$ cat src/rtl/pft_pkg.sv
`timescale 1ns / 1ps

package pft_pkg;

    // field widths
    localparam int POS_W  = 32;
    localparam int QW     = 16;
    localparam int QFRAC  = QW - 2;

    // datapath widths
    localparam int PW     = 2 * QW;                 // quaternion part product
    localparam int TW     = PW + 2;                 // sum of four products
    localparam int MVW    = POS_W + PW;             // matrix entry times coordinate
    localparam int ACC_W  = MVW + 2;                // sum of three of those
    localparam int RW     = ACC_W - 2 * QFRAC;      // rotated coordinate after shift
    localparam int SW     = RW + 1;                 // rotated coordinate plus base

    localparam int NSTG   = 6;

    localparam int CFG_IW = 3;
    localparam int CFG_DW = POS_W;

    typedef logic signed [POS_W-1:0] t_pos;
    typedef logic signed [QW-1:0]    t_q;
    typedef logic signed [PW-1:0]    t_prod;
    typedef logic signed [TW-1:0]    t_qsum;
    typedef logic signed [MVW-1:0]   t_mv;
    typedef logic signed [ACC_W-1:0] t_acc;
    typedef logic signed [RW-1:0]    t_rot;
    typedef logic signed [SW-1:0]    t_sat;

    typedef struct packed {
        t_pos x;
        t_pos y;
        t_pos z;
    } t_vec;

    typedef struct packed {
        t_q w;
        t_q x;
        t_q y;
        t_q z;
    } t_quat;

    typedef struct packed {
        t_vec  pos;
        t_quat q;
    } t_base;

    typedef struct packed {
        logic [NSTG-1:0] en;
        logic [NSTG-1:0] vld;
    } t_pipe_ctl;

    typedef enum logic [CFG_IW-1:0] {
        CFG_POS_X = 3'd0,
        CFG_POS_Y = 3'd1,
        CFG_POS_Z = 3'd2,
        CFG_Q_W   = 3'd3,
        CFG_Q_X   = 3'd4,
        CFG_Q_Y   = 3'd5,
        CFG_Q_Z   = 3'd6
    } t_cfg_idx;

    localparam t_q   Q_ONE   = t_q'(1 << QFRAC);
    localparam t_q   Q_NEG   = t_q'(-(1 << QFRAC));
    localparam t_acc ROT_RND = t_acc'(1) <<< (2 * QFRAC - 1);
    localparam t_qsum Q_RND  = t_qsum'(1) <<< (QFRAC - 1);

    function automatic t_q clamp_q(logic [QW-1:0] raw);
        t_q v;
        v = t_q'(raw);
        if (v > Q_ONE) begin
            return Q_ONE;
        end else if (v < Q_NEG) begin
            return Q_NEG;
        end
        return v;
    endfunction

    // round half up, floor shift, clamp to +-1.0
    function automatic t_q rnd_q(t_qsum t);
        t_qsum s;
        s = (t + Q_RND) >>> QFRAC;
        if (s > t_qsum'(Q_ONE)) begin
            return Q_ONE;
        end else if (s < t_qsum'(Q_NEG)) begin
            return Q_NEG;
        end
        return s[QW-1:0];
    endfunction

    function automatic t_pos sat_pos(t_sat v);
        logic [SW-POS_W:0] top;
        top = v[SW-1:POS_W-1];
        if ((&top) || !(|top)) begin
            return v[POS_W-1:0];
        end
        return v[SW-1] ? {1'b1, {(POS_W-1){1'b0}}} : {1'b0, {(POS_W-1){1'b1}}};
    endfunction

    // world to body uses the conjugate of the body orientation
    function automatic t_quat conj_q(t_quat q, logic dir);
        t_quat r;
        r = q;
        if (!dir) begin
            r.x = -q.x;
            r.y = -q.y;
            r.z = -q.z;
        end
        return r;
    endfunction

endpackage

$ cat src/rtl/pft_pipe_ctrl.sv
`timescale 1ns / 1ps

module pft_pipe_ctrl (
    input  logic               i_clk,
    input  logic               i_rst_n,
    input  logic               i_in_valid,
    input  logic               i_out_ready,
    output pft_pkg::t_pipe_ctl o_ctl
);

    logic [pft_pkg::NSTG-1:0] r_vld;
    logic [pft_pkg::NSTG-1:0] en;

    // a stage loads when it is empty or its content moves on this cycle
    always_comb begin
        en[pft_pkg::NSTG-1] = !r_vld[pft_pkg::NSTG-1] || i_out_ready;
        for (int k = pft_pkg::NSTG - 2; k >= 0; k--) begin
            en[k] = !r_vld[k] || en[k+1];
        end
    end

    always_ff @(posedge i_clk) begin
        if (!i_rst_n) begin
            r_vld <= '0;
        end else begin
            if (en[0]) begin
                r_vld[0] <= i_in_valid;
            end
            for (int k = 1; k < pft_pkg::NSTG; k++) begin
                if (en[k]) begin
                    r_vld[k] <= r_vld[k-1];
                end
            end
        end
    end

    assign o_ctl.en  = en;
    assign o_ctl.vld = r_vld;

endmodule

$ cat config.mk
export PLATFORM = sky130hd
export DESIGN_NAME = pft_pipe_ctrl
export DESIGN_NICKNAME = d
export VERILOG_FILES = /design/src/rtl/pft_pkg.sv /design/src/rtl/pft_pipe_ctrl.sv
export SDC_FILE = /design/constraint.sdc
export NUM_CORES = 1
export LEC_CHECK = 0
export BUFFER_PORTS_ARGS = -buffer_cell sky130_fd_sc_hd__buf_2
export CAP_MARGIN = 40
export CELL_PAD_IN_SITES_DETAIL_PLACEMENT = 0
export CELL_PAD_IN_SITES_GLOBAL_PLACEMENT = 1
export CORE_AREA = 3 3 40 42
export CTS_CLUSTER_DIAMETER = 60
export CTS_CLUSTER_SIZE = 40
export DETAILED_ROUTE_END_ITERATION = 12
export DIE_AREA = 0 0 43 45
export PLACE_DENSITY_LB_ADDON = 0.1
export SLEW_MARGIN = 0
export SYNTH_ARGS = -nofsm -noshare
export SYNTH_HDL_FRONTEND = slang
export SYNTH_SLANG_ARGS = --single-unit
$ cat constraint.sdc
create_clock -name i_clk -period 1.4 [get_ports i_clk]
set_clock_uncertainty 0.15 [all_clocks]
set_input_delay 0.28 -clock i_clk [delete_from_list [all_inputs] [get_ports i_clk]]
set_output_delay 0.28 -clock i_clk [all_outputs]
set_load 0.01 [all_outputs]
==> qor.yml <==
initial_core_util_pct: 18.2
violations: "setup timing"
worstHoldStart: "i_in_valid"
antenna_left: 0
sw_frac_of_total_pct: 20.5
final_layout_size_suffix_gt1_share_pct: 62.0
sequentialPowerShare_pct: 50.4
largest_reg_flops: 6
vias_per_cell: 3.82
seq_area_frac_synth_pct: 51.3
io_buffer_count: 15
cts_sinks: 6
clkPwrFrac_pct: 43.6
syn_inst: 26
yosys_warnings: 0
hp-class: "primary input to flip-flop"
ys.flop_type: "dfxtp_1"
hold_viol: 0
antenna_found_initial: 0
synth_top_area_share_pct: 51.3
p_int_mw: 0.284
crit_start: "r_vld[5]"
fin_nets: 56
ys_types: 12
rows: 13
combinationalPowerShare_pct: 6.1
cts_buffer_depth: 2
yosys.area_share.simple_pct: 23.5
setup_slack_ns: -0.180
post-place-ws_ns: -0.107
yosys.area_share.xor_xnor_pct: 0
worstPathRequired_ns: 0.97
fillerInstances: 142
min_period_ns: 1.58
synth-compound-area-share_pct: 18.7
wl_per_cell_um: 9.72
core_mm2: 0.00128
antenna_cells: 0
synthAdderAreaFrac_pct: 0
grt_start_max_net_pins: 8
maxSlewViolCount: 0
first_global_vias: 235
clkLatencyLatePin_ns: 0.24
top_regs: "r_vld: 6 flops"
holdPathStages: 2
dr.pass1.iters: 2
async_reset_ff_share_pct: 0
dp.cells: 61
regMostFlops: "r_vld"
cp.arrival_ns: 1.15
track_usage_pct: 7.50
cts-root-buf: "clkbuf_4"
r2r_start: "r_vld[5]"
muxShareOfSynthArea_pct: 0
path_clk_slew_ns: 0.04
p_switching_mw: 0.0733
syn_area_um2: 234
slew_headroom_pct: 83.9
cp_max_fo: 3
gp_congestion: 0.652
die_y_um: 45
vias: 248
h-tree-depth: 1
fin_setup_tns_ns: -0.778
synth.area.top_cells: "dfxtp_1 51%, o21a_1 13%, nand2_1 6.4%"
setup-violations-final: 6
die_area_mm2: 0.00194
dpl.hpwl_um: 506
drtIter0Drc: 5
p_leak_nw: 0.188
drt-total-wl_um: 632
p_per_area_mw_per_mm2: 876
synthesis.nets: 30
crit_type: "flip-flop to primary output"
outcome: "complete, but fails checks"
synth_area_leader_cell: "dfxtp_1"
max-vdd-ir-drop_mv: 0.297
area_delta_synth_final_pct: 74.3
cts_made_buffers: 3
rsz0062_at_grt: "true"
ys_ff_latch: 6
ys_top_cells_by_count: "6 x dfxtp_1, 4 x nand2_1, 4 x o21a_1, 3 x inv_1, 2 x nor2b_1"
max_slew.worst_pin.slew_ns: 0.241
fin_crit_sh_pct: 113
fin_cells: 65
synth_top_family_by_area: "simple AND/OR/NAND/NOR gates"
die_w_um: 43
cts_tree: "done"
io_pins: 16
rr_worst_depth: 5
yosysMostFrequentCell: "dfxtp_1"
synth_edf_count: 0
max_freq_ghz: 0.633
drc_errors: 0
grt_pass1_wl_um: 1010
drv_cap: 0
start_kind: "flip-flop"
power_mw: 0.357
grt_overflow_total: 0
endpoint_kind: "primary output"
synth.avg_cell_area_um2: 9.00
-- worst max-delay path, cell delays in order, from the launching register on --
cell and delay (ns):
dfxtp_2 0.32, and4b_1 0.24, inv_1 0.07, nor2_2 0.11, inv_1 0.04, buf_2 0.13
-- layer usage --
layer	routed length [um]	part of all wire, %	track usage, %	vias to the layer above
met5	0	0	0	-
li1	-	-	-	131
met1	271	43	8.21	106
met2	303	48	11.1	9
met3	43	6.8	3.98	2
met4	13	2.1	5.42	0
-- final cells by class --
type | count | area [um^2] | area share, %
Clock buffer | 3 | 22.5 | 5.52
Inverter | 4 | 15.0 | 3.68
Multi-Input combinational cell | 16 | 101 | 24.8
Sequential cell | 6 | 124 | 30.4
Tap cell | 15 | 18.8 | 4.60
Timing Repair Buffer | 21 | 126 | 31.0
-- path summary, 6_finish.rpt --
path | end | slack (ns)
worst max register to register | r_vld[1] | 0.18
worst max-delay path | o_ctl[6] | -0.18
worst min-delay path | r_vld[0] | 0.10
worst min register to register | r_vld[1] | 0.34
-- per-stage QoR --
stage | util, % | cell area [um^2] | hold slack (ns)
after detailed placement | 28.4 | 365 | 0.336
after CTS | 31.2 | 400 | 0.0994
after global routing | 31.7 | 408 | 0.113
final | 31.7 | 408 | 0.103
after global placement | 28.4 | 365 | 0.312
after floorplan | - | 234 | 0.247
-- kinds of logic after synthesis --
family,Yosys count
flip-flops,6
buffers and inverters,4
AND/OR/NAND/NOR,10
AO/OA/AOI/OAI,6
-- power by group through the flow --
stage	Clock [mW]	Combinational (mW)	Sequential, mW
after floorplan	0	0.00558	0.185
after global routing	0.173	0.0242	0.180
after detailed placement	0	0.0221	0.183
after global placement	0	0.0211	0.183
after CTS	0.164	0.0223	0.180
final	0.156	0.0216	0.180
-- layout by cell type, fill, tap and decap left out, types with 2 or more instances in the layout --
master    netlist  final
buf_2           0     14
buf_4           0      6
clkbuf_4        0      3
dfxtp_1         6      3
dfxtp_2         0      3
inv_1           3      3
nand2_1         4      4
nor2b_1         2      2
o21a_1          4      4
-- repair_timing --
action / in CTS / in global routing
gates resized for setup: 5 / 0
endpoints found under the setup margin: 6 / 6
endpoints found under the hold margin: 0 / 0
pin swaps: 2 / 1
cloned: 0 / 0
buffers inserted: 0 / 1
hold buffers: 0 / 0
No activity file was read; power rests on OpenSTA's default activity.
