--- src/rtl/pft_pkg.sv ---
`timescale 1ns / 1ps

package pft_pkg;

    // field widths
    localparam int POS_W  = 32;
    localparam int QW     = 16;
    localparam int QFRAC  = QW - 2;

    // datapath widths
    localparam int PW     = 2 * QW;                 // quaternion part product
    localparam int TW     = PW + 2;                 // sum of four products
    localparam int MVW    = POS_W + PW;             // matrix entry times coordinate
    localparam int ACC_W  = MVW + 2;                // sum of three of those
    localparam int RW     = ACC_W - 2 * QFRAC;      // rotated coordinate after shift
    localparam int SW     = RW + 1;                 // rotated coordinate plus base

    localparam int NSTG   = 6;

    localparam int CFG_IW = 3;
    localparam int CFG_DW = POS_W;

    typedef logic signed [POS_W-1:0] t_pos;
    typedef logic signed [QW-1:0]    t_q;
    typedef logic signed [PW-1:0]    t_prod;
    typedef logic signed [TW-1:0]    t_qsum;
    typedef logic signed [MVW-1:0]   t_mv;
    typedef logic signed [ACC_W-1:0] t_acc;
    typedef logic signed [RW-1:0]    t_rot;
    typedef logic signed [SW-1:0]    t_sat;

    typedef struct packed {
        t_pos x;
        t_pos y;
        t_pos z;
    } t_vec;

    typedef struct packed {
        t_q w;
        t_q x;
        t_q y;
        t_q z;
    } t_quat;

    typedef struct packed {
        t_vec  pos;
        t_quat q;
    } t_base;

    typedef struct packed {
        logic [NSTG-1:0] en;
        logic [NSTG-1:0] vld;
    } t_pipe_ctl;

    typedef enum logic [CFG_IW-1:0] {
        CFG_POS_X = 3'd0,
        CFG_POS_Y = 3'd1,
        CFG_POS_Z = 3'd2,
        CFG_Q_W   = 3'd3,
        CFG_Q_X   = 3'd4,
        CFG_Q_Y   = 3'd5,
        CFG_Q_Z   = 3'd6
    } t_cfg_idx;

    localparam t_q   Q_ONE   = t_q'(1 << QFRAC);
    localparam t_q   Q_NEG   = t_q'(-(1 << QFRAC));
    localparam t_acc ROT_RND = t_acc'(1) <<< (2 * QFRAC - 1);
    localparam t_qsum Q_RND  = t_qsum'(1) <<< (QFRAC - 1);

    function automatic t_q clamp_q(logic [QW-1:0] raw);
        t_q v;
        v = t_q'(raw);
        if (v > Q_ONE) begin
            return Q_ONE;
        end else if (v < Q_NEG) begin
            return Q_NEG;
        end
        return v;
    endfunction

    // round half up, floor shift, clamp to +-1.0
    function automatic t_q rnd_q(t_qsum t);
        t_qsum s;
        s = (t + Q_RND) >>> QFRAC;
        if (s > t_qsum'(Q_ONE)) begin
            return Q_ONE;
        end else if (s < t_qsum'(Q_NEG)) begin
            return Q_NEG;
        end
        return s[QW-1:0];
    endfunction

    function automatic t_pos sat_pos(t_sat v);
        logic [SW-POS_W:0] top;
        top = v[SW-1:POS_W-1];
        if ((&top) || !(|top)) begin
            return v[POS_W-1:0];
        end
        return v[SW-1] ? {1'b1, {(POS_W-1){1'b0}}} : {1'b0, {(POS_W-1){1'b1}}};
    endfunction

    // world to body uses the conjugate of the body orientation
    function automatic t_quat conj_q(t_quat q, logic dir);
        t_quat r;
        r = q;
        if (!dir) begin
            r.x = -q.x;
            r.y = -q.y;
            r.z = -q.z;
        end
        return r;
    endfunction

endpackage

--- src/rtl/pft_cfg_regs.sv ---
`timescale 1ns / 1ps

module pft_cfg_regs (
    input  logic                         i_clk,
    input  logic                         i_rst_n,
    input  logic                         i_cfg_we,
    input  logic [pft_pkg::CFG_IW-1:0]   i_cfg_idx,
    input  logic [pft_pkg::CFG_DW-1:0]   i_cfg_wdata,
    output pft_pkg::t_base               o_base
);

    pft_pkg::t_base r_base;

    always_ff @(posedge i_clk) begin
        if (!i_rst_n) begin
            r_base.pos.x <= '0;
            r_base.pos.y <= '0;
            r_base.pos.z <= '0;
            r_base.q.w   <= pft_pkg::Q_ONE;
            r_base.q.x   <= '0;
            r_base.q.y   <= '0;
            r_base.q.z   <= '0;
        end else if (i_cfg_we) begin
            unique case (pft_pkg::t_cfg_idx'(i_cfg_idx))
                pft_pkg::CFG_POS_X: r_base.pos.x <= i_cfg_wdata[pft_pkg::POS_W-1:0];
                pft_pkg::CFG_POS_Y: r_base.pos.y <= i_cfg_wdata[pft_pkg::POS_W-1:0];
                pft_pkg::CFG_POS_Z: r_base.pos.z <= i_cfg_wdata[pft_pkg::POS_W-1:0];
                pft_pkg::CFG_Q_W:   r_base.q.w <=
                    pft_pkg::clamp_q(i_cfg_wdata[pft_pkg::QW-1:0]);
                pft_pkg::CFG_Q_X:   r_base.q.x <=
                    pft_pkg::clamp_q(i_cfg_wdata[pft_pkg::QW-1:0]);
                pft_pkg::CFG_Q_Y:   r_base.q.y <=
                    pft_pkg::clamp_q(i_cfg_wdata[pft_pkg::QW-1:0]);
                pft_pkg::CFG_Q_Z:   r_base.q.z <=
                    pft_pkg::clamp_q(i_cfg_wdata[pft_pkg::QW-1:0]);
                default: ;  // unused index, write dropped
            endcase
        end
    end

    assign o_base = r_base;

endmodule

--- config.mk ---
export PLATFORM = sky130hd
export DESIGN_NAME = pft_cfg_regs
export DESIGN_NICKNAME = d
export VERILOG_FILES = /design/src/rtl/pft_pkg.sv /design/src/rtl/pft_cfg_regs.sv
export SDC_FILE = /design/constraint.sdc
export NUM_CORES = 1
export LEC_CHECK = 0
export BUFFER_PORTS_ARGS = -buffer_cell sky130_fd_sc_hd__buf_2
export CELL_PAD_IN_SITES_DETAIL_PLACEMENT = 1
export CELL_PAD_IN_SITES_GLOBAL_PLACEMENT = 1
export CORE_MARGIN = 2
export CORE_UTILIZATION = 33
export CTS_CLUSTER_DIAMETER = 40
export DETAILED_ROUTE_END_ITERATION = 10
export PLACE_DENSITY = 0.74
export SLEW_MARGIN = 30
export SYNTH_ARGS = -nofsm -noshare
export SYNTH_HDL_FRONTEND = slang
export SYNTH_SLANG_ARGS = --single-unit
--- constraint.sdc ---
create_clock -name i_clk -period 1.05 [get_ports i_clk]
set_input_delay 0.0525 -clock i_clk [delete_from_list [all_inputs] [get_ports i_clk]]
set_output_delay 0.0525 -clock i_clk [all_outputs]
set_load 0.02 [all_outputs]
==> results_dict.tcl <==
set metrics [dict create \
    cp.required_ns 1.00 \
    finalSetupViolCount 0 \
    ys_seq_area_frac 0.546 \
    rr_startpoint "o_base[13]$_SDFFE_PN0P_" \
    syn-num-nets 676 \
    fin_area_mm2 0.00838 \
    grt_pass1_wl_mm 29.5 \
    cts_tree "built" \
    p_per_area_mw_per_mm2 1670 \
    vias_per_cell 4.87 \
    syn_avg_cell_area_um2 9.20 \
    path_delay_family "flip-flops" \
    status "finished, final reports clean" \
    final-hold-violation-count 0 \
    r2r_cells 2 \
    place_congestion 0.732 \
    htreeDepth 4 \
    largest_reg_flops 160 \
    routed_wl_mm 19.3 \
    n_fill_cell 2031 \
    vias 5387 \
    synth_area_leaders "dfxtp_1 55%, nand2_1 15%, a21boi_1 10%, o2bb2ai_1 6.4%, a21boi_0 4.2%" \
    route.detailed.drc 0 \
    cts.sink_count 160 \
    grt_overflow_total 0 \
    syn_inst 638 \
    grt_max_degree 68 \
    hold_end "o_base[78]$_SDFFE_PN0P_" \
    start_util 0.338 \
    rows 48 \
    worst-setup-path-type "reg -> out" \
    r2r-end "o_base[13]$_SDFFE_PN0P_" \
    slew_headroom 0.744 \
    cts_buffer_depth 2 \
    worst-r2r-setup-slack_ns 0.41 \
    fin_crit_sh 0.973 \
    yosys_warnings 0 \
    ant_nets 0 \
    dpl.hpwl_mm 13.2 \
    hold_path.class "in -> reg" \
    clock.fmax_mhz 979 \
    ys_ff_latch 160 \
    period_needed_ns 1.02 \
    worst-endpoint-arrival_ns 0.97 \
    die_area_mm2 0.0189 \
    die_h_um 137 \
    firstDrtPassIters 4 \
    clk_pin_slew_ns 0.07 \
    diodes 0 \
    fin_worst_skew_ns 0 \
    path_cells "buf_2" \
    globalRouteTotalUtil 0.206 \
    grt_pass1_vias 5423 \
    yosys.cell_types.count 22 \
    ctsRootBufferMaster "clkbuf_16" \
    die_x_um 137 \
    ir_worst_vdd_v 0.00115 \
    crit_fanout 2 \
    critPathLaunchType "register" \
    drive_gt1_frac 0.320 \
    io_buffers 197 \
    synth.cell_area_mm2 0.00587 \
    clk_latency_ns 0.43 \
    nets 907 \
    worstSetupEndpointType "primary output" \
    synth_top_area_frac 0.546 \
    synth_top_area_cell "dfxtp_1" \
    multi_input_area_mm2 0.00243 \
    worst_pin_slew_ns 0.384 \
    hold_ws_ns 0.0729 \
    ios 198 \
    register_area_mm2 0.00321 \
    cts_buffers 17 \
    worstHoldPathCells 4 \
    max_cap_viol_count 0 \
    syn_to_final_growth_pct 42.9 \
    critPathBufInv 1 \
    place_area_mm2 0.00735 \
    antenna_found_initial 0 \
    p_leak_nw 3.62 \
    hp-start "i_cfg_wdata[14]" \
    routedWlPerCell_um 17.4 \
    core_area_mm2 0.0174 \
    critPathSlowestCell "dfxtp_1" \
    dr.first_iter.drc_count 149 \
    post_cts_buffers 0 \
    timing.final.max_slew_violations 0 \
    critical-path-max-stage-delay_ns 0.36 \
]
cells in the mapped netlist (all sizes together):
cell       n
nand2    231
dfxtp    160
a21boi   112
o2bb2ai   43
buf       29
clkbuf    25
nand3     13
and2       4
and4b      3
and4bb     3
nand4b     3
nand4bb    3
o211a      3
nor2       1
nor4b      1
o211ai     1
o21ai      1
or4b       1
xnor2      1
through the flow:
stage	setup TNS, ns	utilization	power, mW	worst slack, ns	cells
floorplan	-0.575	-	6.95	-0.0192	638
global placement	-14.90	0.423	7.44	-0.188	1043
detailed placement	-17.51	0.423	7.45	-0.210	1043
CTS	0	0.477	14.1	0.00168	1106
global route	-0.00360	0.483	14.5	-0.00360	1107
finish	0	0.483	14.0	0.0282	1107
worst max-delay path by stage:
stage / end / from / cells after the start / slack [ns]
final: o_base[139] / o_base[139]$_SDFFE_PN0P_ / 1 / 0.03
after global routing: o_base[23] / o_base[23]$_SDFFE_PN0P_ / 1 / -0.004
after CTS: o_base[9] / o_base[9]$_SDFFE_PN0P_ / 1 / 0.002
after detailed placement: o_base[128]$_SDFFE_PN0P_ / i_cfg_idx[1] / 5 / -0.21
after global placement: o_base[156]$_SDFFE_PN0P_ / i_cfg_idx[0] / 6 / -0.19
after floorplan: o_base[135]$_SDFFE_PN0P_ / i_cfg_idx[1] / 5 / -0.02
cells in the final DEF (no fill, tap or decap), types with 2 or more instances in the layout:
cell type      instances
and4b_1                3
inv_8                  3
clkinv_4               2
a21boi_1              80
dlygate4sd3_1         31
o2bb2ai_1             43
clkbuf_16             18
and4bb_2               3
buf_4                 49
bufinv_16              2
buf_2                169
clkinv_8               2
buf_12                14
clkbuf_4               2
a21boi_0              32
and2_2                 3
nand3_1               13
nand4bb_2              2
nand2_1              230
dfxtp_2                3
inv_6                  5
dfxtp_1              157
o211a_1                3
nand4b_1               2
cells by family (layout without fill, tap and decap cells):
family / after synthesis / count (layout) / synth area share
AND/OR/NAND/NOR: 263 / 263 / 0.192
flip-flops: 160 / 160 / 0.546
buffers and inverters: 54 / 298 / 0.0441
AO/OA/AOI/OAI: 160 / 160 / 0.215
XOR/XNOR: 1 / 1 / 0.00277
layout make-up:
| class | count | area share |
|---|---|---|
| clock buffer | 17 | 0.0507 |
| clock inverter | 15 | 0.0233 |
| multi-input combinational | 424 | 0.290 |
| sequential | 160 | 0.383 |
| tap | 225 | 0.0336 |
| timing repair buffer | 266 | 0.220 |
what timing repair did:
item	4_1_cts	5_1_grt
hold buffers	31	0
gates resized for setup	2	38
endpoints found under the setup margin	2	43
hold endpoints to repair	102	0
gates cloned	0	1
power breakdown:
| group | internal [mW] | total (mW) | switching, mW |
|---|---|---|---|
| Clock | 3.64 | 6.57 | 2.93 |
| Combinational | 0.501 | 1.18 | 0.679 |
| Sequential | 6.18 | 6.24 | 0.0608 |
| Total | 10.3 | 14.0 | 3.67 |
layer usage:
layer  vias to the layer above  wire, um  global-route usage
met5                         -         0                   0
met4                         0       227              0.0590
met3                        21      1500              0.0769
met2                       163      8870               0.335
met1                      2596      8720               0.254
li1                       2607         -                   -
(Power assumes the default switching activity.)
